$ cat config.mk
export PLATFORM = sky130hd
export DESIGN_NAME = esc_pwm_arming_controller
export DESIGN_NICKNAME = d
export VERILOG_FILES = /design/src/rtl/escp_pkg.sv /design/src/rtl/escp_out_buf.sv /design/src/rtl/esc_pwm_arming_controller.sv
export SDC_FILE = /design/constraint.sdc
export NUM_CORES = 1
export LEC_CHECK = 0
export BUFFER_PORTS_ARGS = -buffer_cell sky130_fd_sc_hd__clkbuf_2
export CORE_AREA = 2 2 219 328
export CTS_CLUSTER_SIZE = 12
export DETAILED_ROUTE_END_ITERATION = 6
export DIE_AREA = 0 0 221 330
export PLACE_DENSITY_LB_ADDON = 0.05
export SLEW_MARGIN = 25
export SYNTH_ARGS = -nofsm -noshare
export SYNTH_HDL_FRONTEND = slang
export SYNTH_SLANG_ARGS = --single-unit
$ cat constraint.sdc
create_clock -name i_clk -period 6.1 [get_ports i_clk]
set_input_delay 0.61 -clock i_clk [delete_from_list [all_inputs] [get_ports i_clk]]
set_output_delay 0.61 -clock i_clk [all_outputs]
set_load 0.01 [all_outputs]
$ cat src/rtl/escp_pkg.sv
`default_nettype none

package escp_pkg;

    localparam int CHANNELS   = 4;
    localparam int PULSE_BITS = 16;
    localparam int CH_IDX_W   = (CHANNELS > 1) ? $clog2(CHANNELS) : 1;
    localparam int LEVEL_BITS = 4;

    typedef logic [PULSE_BITS-1:0] t_pulse;
    typedef logic [15:0]           t_count;
    typedef logic [7:0]            t_channel;

    typedef logic [2:0] t_op;
    localparam t_op OP_TICK    = 3'd0;
    localparam t_op OP_LOCK    = 3'd1;
    localparam t_op OP_ARM     = 3'd2;
    localparam t_op OP_SET_ONE = 3'd3;
    localparam t_op OP_SET_ALL = 3'd4;

    typedef logic [1:0] t_status;
    localparam t_status ST_OK          = 2'd0;
    localparam t_status ST_BAD_CHANNEL = 2'd1;
    localparam t_status ST_LOCKED      = 2'd2;
    localparam t_status ST_ARM_FAILED  = 2'd3;

    typedef logic [1:0] t_cfg_idx;
    localparam t_cfg_idx CFG_MIN_PULSE = 2'd0;
    localparam t_cfg_idx CFG_MAX_PULSE = 2'd1;
    localparam t_cfg_idx CFG_PERIOD    = 2'd2;

    localparam t_pulse RST_MIN_PULSE = t_pulse'(1000);
    localparam t_pulse RST_MAX_PULSE = t_pulse'(2000);
    localparam t_count RST_PERIOD    = 16'd2500;

    typedef struct packed {
        t_status                 status;
        logic                    armed;
        logic [LEVEL_BITS-1:0]   pwm_levels;
        t_pulse                  pulse_readback;
    } t_result;

    function automatic t_pulse clamp_pulse(t_pulse p, t_pulse lo, t_pulse hi);
        t_pulse r;
        if (p < lo) begin
            r = lo;
        end else if (p > hi) begin
            r = hi;
        end else begin
            r = p;
        end
        return r;
    endfunction

endpackage

`default_nettype wire

$ cat src/rtl/escp_out_buf.sv
`default_nettype none

module escp_out_buf (
    input  wire logic              i_clk,
    input  wire logic              i_rst_n,
    input  wire logic              i_push,
    input  wire escp_pkg::t_result i_data,
    output logic                   o_full,
    output logic                   o_valid,
    input  wire logic              i_stall,
    output escp_pkg::t_result      o_data
);
    import escp_pkg::*;

    logic    r_out_valid;
    logic    r_skid_valid;
    t_result r_out;
    t_result r_skid;
    logic    w_take;

    assign w_take  = r_out_valid && !i_stall;
    assign o_full  = r_skid_valid;
    assign o_valid = r_out_valid;
    assign o_data  = r_out;

    always_ff @(posedge i_clk) begin
        if (!i_rst_n) begin
            r_out_valid  <= 1'b0;
            r_skid_valid <= 1'b0;
        end else if (w_take) begin
            if (r_skid_valid) begin
                r_skid_valid <= 1'b0;
            end else begin
                r_out_valid <= i_push;
            end
        end else if (i_push) begin
            if (!r_out_valid) begin
                r_out_valid <= 1'b1;
            end else begin
                r_skid_valid <= 1'b1;
            end
        end
    end

    always_ff @(posedge i_clk) begin
        if (w_take) begin
            if (r_skid_valid) begin
                r_out <= r_skid;
            end else if (i_push) begin
                r_out <= i_data;
            end
        end else if (i_push) begin
            if (!r_out_valid) begin
                r_out <= i_data;
            end else begin
                r_skid <= i_data;
            end
        end
    end

endmodule

`default_nettype wire

$ cat src/rtl/esc_pwm_arming_controller.sv
// Path from input beat to result beat: input register, then result register.
// Throughput: one beat per cycle; a two-entry result buffer absorbs output stalls,
// and input stall rises only when that buffer is full.
// Reset (synchronous, active low): disarmed, counter zero, all pulses 1000,
// min/max/period registers 1000/2000/2500, no result pending.
`default_nettype none

module esc_pwm_arming_controller (
    input  wire logic                  i_clk,
    input  wire logic                  i_rst_n,
    input  wire logic                  i_in_valid,
    output logic                       o_in_stall,
    input  wire logic [2:0]            i_operation,
    input  wire logic [7:0]            i_channel,
    input  wire escp_pkg::t_pulse      i_pulse_1,
    input  wire escp_pkg::t_pulse      i_pulse_2,
    input  wire escp_pkg::t_pulse      i_pulse_3,
    input  wire escp_pkg::t_pulse      i_pulse_4,
    output logic                       o_out_valid,
    input  wire logic                  i_out_stall,
    output logic [1:0]                 o_status,
    output logic                       o_armed,
    output logic [3:0]                 o_pwm_levels,
    output escp_pkg::t_pulse           o_pulse_readback,
    input  wire logic                  i_cfg_valid,
    output logic                       o_cfg_ready,
    input  wire logic [1:0]            i_cfg_index,
    input  wire logic [15:0]           i_cfg_data
);
    import escp_pkg::*;

    // configuration
    t_pulse r_min;
    t_pulse r_max;
    t_count r_period;

    // input register
    logic     r_in_valid;
    t_op      r_op;
    t_channel r_channel;
    t_pulse   r_pulse [4];

    // block state
    t_pulse r_staged [CHANNELS];
    t_pulse r_active [CHANNELS];
    t_count r_cnt;
    logic   r_armed;

    t_pulse n_staged [CHANNELS];
    t_pulse n_active [CHANNELS];
    t_count n_cnt;
    logic   n_armed;

    logic     w_full;
    logic     w_fire;
    t_count   w_period;
    t_count   w_cnt_inc;
    logic     w_ch_ok;
    t_channel w_ch_m1;
    logic [CH_IDX_W-1:0] w_ch_idx;
    t_pulse   w_one;
    t_pulse   w_req [CHANNELS];
    logic     w_any_above;
    logic     w_all_min;
    t_status  w_status;
    t_result  w_res;
    t_result  w_out;

    assign o_cfg_ready = 1'b1;
    assign o_in_stall  = w_full;
    assign w_fire      = r_in_valid && !w_full;

    always_ff @(posedge i_clk) begin
        if (!i_rst_n) begin
            r_min    <= RST_MIN_PULSE;
            r_max    <= RST_MAX_PULSE;
            r_period <= RST_PERIOD;
        end else if (i_cfg_valid) begin
            case (i_cfg_index)
                CFG_MIN_PULSE: r_min    <= t_pulse'(i_cfg_data);
                CFG_MAX_PULSE: r_max    <= t_pulse'(i_cfg_data);
                CFG_PERIOD:    r_period <= i_cfg_data;
                default: ;
            endcase
        end
    end

    always_ff @(posedge i_clk) begin
        if (!i_rst_n) begin
            r_in_valid <= 1'b0;
        end else if (!w_full) begin
            r_in_valid <= i_in_valid;
        end
    end

    always_ff @(posedge i_clk) begin
        if (!w_full && i_in_valid) begin
            r_op       <= i_operation;
            r_channel  <= i_channel;
            r_pulse[0] <= i_pulse_1;
            r_pulse[1] <= i_pulse_2;
            r_pulse[2] <= i_pulse_3;
            r_pulse[3] <= i_pulse_4;
        end
    end

    always_ff @(posedge i_clk) begin
        if (!i_rst_n) begin
            for (int i = 0; i < CHANNELS; i++) begin
                r_staged[i] <= RST_MIN_PULSE;
                r_active[i] <= RST_MIN_PULSE;
            end
            r_cnt   <= '0;
            r_armed <= 1'b0;
        end else if (w_fire) begin
            r_staged <= n_staged;
            r_active <= n_active;
            r_cnt    <= n_cnt;
            r_armed  <= n_armed;
        end
    end

    assign w_period  = (r_period == '0) ? 16'd1 : r_period;
    assign w_cnt_inc = r_cnt + 16'd1;
    assign w_ch_ok   = (r_channel >= 8'd1) && (r_channel <= 8'(CHANNELS));
    assign w_ch_m1   = r_channel - 8'd1;
    assign w_ch_idx  = w_ch_m1[CH_IDX_W-1:0];
    assign w_one     = clamp_pulse(r_pulse[0], r_min, r_max);

    always_comb begin
        w_any_above = 1'b0;
        w_all_min   = 1'b1;
        for (int i = 0; i < CHANNELS; i++) begin
            w_req[i] = clamp_pulse(r_pulse[(i < 3) ? i : 3], r_min, r_max);
            if (w_req[i] > r_min) begin
                w_any_above = 1'b1;
            end
            if (r_staged[i] != r_min) begin
                w_all_min = 1'b0;
            end
        end
    end

    always_comb begin
        n_staged = r_staged;
        n_active = r_active;
        n_cnt    = r_cnt;
        n_armed  = r_armed;
        w_status = ST_OK;
        case (r_op)
            OP_TICK: begin
                if (w_cnt_inc >= w_period) begin
                    n_cnt    = '0;
                    n_active = r_staged;
                end else begin
                    n_cnt = w_cnt_inc;
                end
            end
            OP_LOCK: begin
                for (int i = 0; i < CHANNELS; i++) begin
                    n_staged[i] = r_min;
                end
                n_armed = 1'b0;
            end
            OP_ARM: begin
                if (w_all_min) begin
                    n_armed = 1'b1;
                end else begin
                    for (int i = 0; i < CHANNELS; i++) begin
                        n_staged[i] = r_min;
                    end
                    n_armed  = 1'b0;
                    w_status = ST_ARM_FAILED;
                end
            end
            OP_SET_ONE: begin
                if (!w_ch_ok) begin
                    w_status = ST_BAD_CHANNEL;
                end else if (!r_armed && (w_one > r_min)) begin
                    w_status = ST_LOCKED;
                end else begin
                    n_staged[w_ch_idx] = w_one;
                end
            end
            OP_SET_ALL: begin
                if (!r_armed && w_any_above) begin
                    w_status = ST_LOCKED;
                end else begin
                    n_staged = w_req;
                end
            end
            default: ;
        endcase
    end

    always_comb begin
        w_res.status     = w_status;
        w_res.armed      = n_armed;
        w_res.pwm_levels = '0;
        for (int i = 0; i < CHANNELS && i < LEVEL_BITS; i++) begin
            w_res.pwm_levels[i] = (n_cnt < n_active[i]);
        end
        w_res.pulse_readback = w_ch_ok ? n_staged[w_ch_idx] : '0;
    end

    escp_out_buf u_out_buf (
        .i_clk   (i_clk),
        .i_rst_n (i_rst_n),
        .i_push  (w_fire),
        .i_data  (w_res),
        .o_full  (w_full),
        .o_valid (o_out_valid),
        .i_stall (i_out_stall),
        .o_data  (w_out)
    );

    assign o_status         = w_out.status;
    assign o_armed          = w_out.armed;
    assign o_pwm_levels     = w_out.pwm_levels;
    assign o_pulse_readback = w_out.pulse_readback;

endmodule

`default_nettype wire

Word-level counts from Yosys, hierarchy flattened
Memory sizes are Yosys's and may differ from the RTL's.
Index checks and enable logic that the tools add are counted.
{"block": "classes", "n_addsub": 2, "mux": 50, "n_lt_le_gt_ge": 21, "bitwise_logic": 3, "n_reduce_logical": 23, "n_eq_ne": 12}
{"operator": "64-bit two-way mux", "count": 6}
{"operator": "64-bit one-hot mux with 4 select lines", "count": 1}
{"operator": "16-bit two-way mux", "count": 15}
{"operator": "16-bit greater-than comparator", "count": 8}
{"operator": "16-bit < comparator", "count": 8}
{"operator": "23-bit two-way mux", "count": 5}
{"operator": "64-bit bitwise mux", "count": 1}
{"operator": "16-bit != test", "count": 4}
{"operator": "16-bit binary-select mux with 2-bit select", "count": 1}
{"operator": "16-bit demux with 2-bit select", "count": 1}
{"operator": "16-bit by 1-bit adder with 16-bit output, second input constant", "count": 1}
{"operator": "16-bit greater-or-equal comparator", "count": 1}
{"operator": "16-bit logical NOT", "count": 1}
{"operator": "1-bit two-way mux", "count": 14}
{"operator": "2-bit AND reduction", "count": 5}
{"operator": "8-bit by 1-bit greater-or-equal comparator with 1-bit output, second input constant", "count": 1}
{"operator": "8-bit by 3-bit less-or-equal comparator with 1-bit output, second input constant", "count": 1}
{"operator": "2-bit two-way mux", "count": 4}
{"operator": "1-bit logical AND", "count": 7}
{"operator": "3-bit by 2-bit == test with 1-bit output, second input constant", "count": 2}
{"operator": "2-bit one-hot mux with 3 select lines", "count": 1}
{"operator": "3-bit AND reduction", "count": 2}
{"operator": "2-bit != test, second input constant", "count": 2}
{"operator": "2-bit nonzero test", "count": 2}
{"operator": "other kinds (14)", "count": 17}
{"block": "totals", "word_cells": 138, "output_inout_bits": 26, "reg_bits": 253, "ramBits": 64, "memories": 1, "in_bits": 98}
{"name": "r_pulse", "words": 4, "width": 16, "rd": 4, "rd_clocked_by_memory_dff": 0, "write_ports": 4, "line_no": "esc_pwm_arming_controller.sv:41", "rtl": "t_pulse r_pulse [4];"}

Longest topological paths before layout
An unclocked memory read counts as a cell.
{"block": "depth", "word_depth": 19, "ltp_mapped": 28, "mapped_depth_nobuf": 27}

By module
Synthesis repeated with hierarchy kept, for this count alone.
{"block": "unflattened", "cells_unflattened": 2664, "hier_area_um2": 23154.7}
{"module": "esc_pwm_arming_controller", "instances": 1, "cells_each": 2582, "area_per_inst_um2": 21306.7, "seq_area_each_um2": 6135.9}
{"module": "escp_out_buf", "instances": 1, "cells_each": 82, "area_per_inst_um2": 1848.0, "seq_area_each_um2": 1421.4}

Worst setup path after synthesis
No wires, ideal clock.
{"block": "synth_timing", "path_kind": "flip-flop to flip-flop", "startpoint": "register r_min[14]", "endpoint": "register u_out_buf.r_out (netlist bit u_out_buf.o_data[15]) (data pin)", "period_less_slack_ps": 5580, "path_stages_with_launch": 23, "required_ps": 5829, "n_path_buf": 6, "slack_ps": 520, "setup_ps": 271, "arrival_time_ps": 5309, "cell_sequence": "dfxtp_1 clkbuf_1 clkbuf_1 inv_1 ha_1 nand4_1 o41a_1 buf_2 buf_4 nor4_1 nor3_2 ha_1 nand4_1 a2111o_1 a311o_1 buf_2 a41o_1 a21o_1 clkbuf_1 a31oi_1 o221ai_1 a31oi_1 o31ai_1"}
{"block": "synth_via", "elab_chain_len": 17, "elab_cells_between_ends": 41, "cone_classes": "order compare (8); eq/ne (4); mux (27); reduce/logical (2)"}
{"item": "start: declaration", "line_no": "esc_pwm_arming_controller.sv:33", "rtl": "t_pulse r_min;"}
{"item": "start signal: assignment", "line_no": "esc_pwm_arming_controller.sv:80", "rtl": "CFG_MIN_PULSE: r_min <= t_pulse'(i_cfg_data);"}
{"item": "16-bit < comparator", "line_no": "escp_pkg.sv:45", "rtl": "if (p < lo) begin"}
{"item": "16-bit two-way mux", "line_no": "escp_pkg.sv:45"}
{"item": "16-bit greater-than comparator", "line_no": "esc_pwm_arming_controller.sv:135, esc_pwm_arming_controller.sv:179"}
{"item": "1-bit two-way mux (4 in series)", "line_no": "esc_pwm_arming_controller.sv:135", "rtl": "if (w_req[i] > r_min) begin"}
{"item": "1-bit logical AND", "line_no": "esc_pwm_arming_controller.sv:186", "rtl": "if (!r_armed && w_any_above) begin"}
{"item": "64-bit two-way mux", "line_no": "esc_pwm_arming_controller.sv:186"}
{"item": "64-bit one-hot mux with 4 select lines (*)", "line_no": "esc_pwm_arming_controller.sv:150", "rtl": "case (r_op)"}
{"item": "16-bit binary-select mux with 2-bit select (*)", "line_no": "esc_pwm_arming_controller.sv:203", "rtl": "w_res.pulse_readback = w_ch_ok ? n_staged[w_ch_idx] : '0;"}
{"item": "16-bit two-way mux (not written as such) (*) (2 in series)", "line_no": "esc_pwm_arming_controller.sv:203"}
{"item": "16-bit two-way mux (*)", "line_no": "esc_pwm_arming_controller.sv:203"}
{"item": "23-bit two-way mux (on tied branches)", "line_no": "escp_out_buf.sv:53, escp_out_buf.sv:49"}
{"item": "23-bit two-way mux (on tied branches)", "line_no": "escp_out_buf.sv:52, escp_out_buf.sv:47"}
{"item": "23-bit two-way mux (*)", "line_no": "escp_out_buf.sv:46", "rtl": "if (w_take) begin"}
{"item": "end signal: assignment", "line_no": "escp_out_buf.sv:48", "rtl": "r_out <= r_skid;"}
{"item": "end signal: assignment", "line_no": "escp_out_buf.sv:50", "rtl": "r_out <= i_data;"}
{"item": "end signal: assignment", "line_no": "escp_out_buf.sv:54", "rtl": "r_out <= i_data;"}
{"item": "end: declaration", "line_no": "escp_out_buf.sv:17", "rtl": "t_result r_out;"}
Mark *: on every way between the ends. The rest lies on a longest branch, timed or not. The select of a mux whose other input is x is not followed.
A chain may end at the register's enable or synchronous reset.

Worst setup path after layout
{"block": "layout_timing", "startpoint": "register r_min[0]", "endpoint": "register u_out_buf.r_out (netlist bit u_out_buf.o_data[6]) (data pin)"}
The elaborated chain is that of the path after synthesis.

==> flow_summary_export.csv <==
group,metric,value,unit
run_status,outcome,"finished clean",
logic_synthesis,netlist_area,24300,um2
logic_synthesis,synthArstFlopShare,0,
setup_path,reg2reg_depth,23,
finish,drive_gt1_frac,0.228,
placed_design,io_buffers,122,
die,die_area,72900,um2
die,fp-row-count,119,
setup_path,critPathMaxFanout,27,
placed_design,gp_congestion,0.990,
timing,maxSlewViolCount,0,
logic_synthesis,synth_seq_area_share,0.311,
timing,slew_headroom,0.231,
pwr,ir_drop,231,uV
setup_path,rr_endpoint,"u_out_buf.o_data[6]",
die,core,70100,um2
timing,rsz0062_at_grt,"true",
setup_path,cp.required,6410,ps
setup_path,rrSetupSlack,80,ps
logic_synthesis,syn_avg_cell_area,8.53,um2
logic_synthesis,ys_ff_latch,317,
clock_tree,clk_latency,600,ps
clock_tree,cts_tree,"built",
clock_tree,clk_pin_slew,60,ps
pwr,p_per_area,235,nW/um2
logic_synthesis,synth.largest_area_cell,"dfxtp_1",
drt,vias,25273,
clock_tree,clockRootBuffer,"clkbuf_16",
pwr,switching_share,0.357,
timing,max_clock_freq,166,MHz
setup_path,worstPathArrival,6340,ps
logic_synthesis,ys_types,85,
pwr,combPwrFrac,0.312,
die,io_pins,124,
timing,timing.final.crit_share,0.988,
global_route,overflow,0,
drt,avgRoutedWirePerCell,31.5,um
global_route,antenna_found_initial,0,
drt,drt_first_pass_iters,6,
global_route,grt_usage,0.343,
drt,drt_iter0_markers,2307,
logic_synthesis,synth_cells,2847,
setup_path,setup.worst_path.end_class,"flop",
setup_path,worstSetupPathType,"reg2reg",
drt,finalWirelength,129000,um
logic_synthesis,synth_top_area_share,0.162,
die,die_h,330,um
timing,worst_slack,75.2,ps
global_route,grt_pass1_wl,180000,um
placed_design,pre_cts_ws,-560,ps
clock_tree,htree_num_levels,2,
finish,fill_cells,6931,
timing,finalHoldViolCount,0,
logic_synthesis,synth_common_cells,"nand2_1, ha_1, a21oi_1, nor2_1, dfxtp_1",
die,start_util,0.346,
hold_path,hold_end,"r_pulse[2][2]",
logic_synthesis,synth.most_common_cell,"nand2_1",
timing,tns,0,ps
hold_path,min_path_type,"in2reg",
finish,area_growth,25.1,%
setup_path,worst_r2r_startpoint,"r_min[0]",
pwr,seq_power_share,0.346,
hold_path,hold_depth,1,
timing,layout_min_cycle_time,6020,ps
timing,skew,30.3,ps
drt,vias_per_cell,6.15,
clock_tree,cts_sinks,317,
drt,drc_errors,0,
pwr,leakagePower,0.0124,uW
hold_path,min-delay-start,"i_pulse_3[2]",
drt,drtAntennaViolNets,0,
pwr,intPower,4590,uW
finish,num-nets-final,3545,
logic_synthesis,synth-main-ff-cell,"dfxtp_1",
logic_synthesis,yosysWarningCount,0,
timing,tightest_slew,1150,ps
flow_run,drv_cap,0,
placed_design,dp_hpwl,102000,um
clock_tree,numCtsBuffers,38,
logic_synthesis,synth_fp_nets,3216,
clock_tree,cts_buffer_depth,3,
logic_synthesis,synth.area.top_cells,"dfxtp_1, edfxtp_1, ha_1",
logic_synthesis,synth-edff-count,121,
die,fp.dieW,221,um
global_route,grt_max_degree,67,
pwr,pwr-share-clk,0.342,
pwr,p_sw,2550,uW
setup_path,start_kind,"flop",
timing,finalSetupViolCount,0,
global_route,grt_pass1_vias,24495,
flip-flops by register name, indices dropped and copies added, names as in the netlist, 23 cells and up:
name,flops
r_active,64
r_pulse,64
r_staged,64
u_out_buf.o_data,23
u_out_buf.r_skid,23
layout make-up:
class	instances	area (um2)	area share
clock buffers	48	998	0.0329
flip-flops and latches	317	7560	0.249
well taps	907	1130	0.0374
inverters	83	332	0.0109
diodes	1	2.50	0.0000824
clock inverters	20	268	0.00882
repair buffers	478	3510	0.116
multi-input cells	2258	16600	0.545
critical path, stage by stage, from the launching register on:
cell and delay, ps:
dfxtp_1 770, buf_4 380, nand2b_1 100, a31oi_1 460, o21a_1 220, o21ai_2 80
buf_12 170, a21oi_1 590, ha_1 280, o211ai_1 120, a211o_1 280, a21oi_2 290
a221oi_2 60, buf_4 180, buf_4 140, a21oi_2 210, buf_4 160, o21ai_1 50
buf_4 180, buf_4 150, a22o_1 230, a311oi_2 350, buf_4 190, o31ai_2 60
power by group through the flow:
stage	clock [uW]	sequential (uW)	combinational, uW
finish	2440	2470	2230
global placement	0	2510	2020
floorplan	0	2440	1120
CTS	2500	2460	2070
global route	2560	2480	2370
detailed placement	0	2510	2050
metal layers:
metal	global-route usage	wire length [um]
met1	0.357	45500
met4	0.319	14600
met3	0.0448	6500
met5	0	0
met2	0.603	62800
layout by cell type, fill, tap and decap left out, drive strengths merged, types with 24 or more instances in the layout:
master and instances:
and3 43, nor3 60, clkbuf 169, nand4 50, nand3 43, a31oi 46, ha 271, a21oi 246
nor4 32, buf 357, mux2i 140, o31ai 24, a221oi 42, xnor2 24, o21ai 159, o211ai 52
edfxtp 121, nand2 297, o21a 31, nor2b 28, inv 77, dfxtp 196, a211oi 110, o22ai 29
a21o 41, nor2 237
per-stage QoR:
stage | instance area (um2) | hold slack [ps] | util | total power (uW) | std cells
5_1_grt | 30400 | 173 | 0.433 | 7400 | 4111
4_1_cts | 29400 | 161 | 0.420 | 7040 | 4085
3_3_place_gp | 27900 | 459 | 0.398 | 4530 | 4014
3_5_place_dp | 27900 | 466 | 0.398 | 4550 | 4015
6_report | 30400 | 188 | 0.433 | 7140 | 4112
2_1_floorplan | 24300 | 436 | - | 3560 | 2847
worst max-delay path by stage:
stage	startpoint	end	cells after the start	slack (ps)
final	r_min[0]	u_out_buf.o_data[6]	23	80
after global routing	r_max[5]	u_out_buf.o_data[13]	24	-40
after CTS	r_max[10]	u_out_buf.o_data[13]	25	-60
after detailed placement	r_min[2]	u_out_buf.o_data[10]	21	-560
after global placement	r_min[2]	u_out_buf.o_data[10]	21	-540
after floorplan	r_min[14]	u_out_buf.o_data[15]	22	520
logic make-up (layout without fill, tap and decap cells):
kind of cell    Yosys count  count (layout)  share of synthesized area
compound gates          926             927                      0.257
simple gates            874             874                      0.171
flops                   317             317                      0.311
buf+inv                 273             629                     0.0448
fa+ha+maj               271             271                      0.140
mux                     157             157                     0.0656
xor+xnor                 28              28                     0.0101
other cells               1               2                   0.000154
timing repair:
| action | in CTS | in global routing |
|---|---|---|
| pin swaps | 3 | 19 |
| gates cloned | 0 | 1 |
| setup endpoints to repair | 34 | 63 |
| buffers inserted | 2 | 25 |
| hold buffers | 0 | 0 |
| resized for setup | 46 | 110 |
Note: power is estimated with default switching activity, not from simulation.
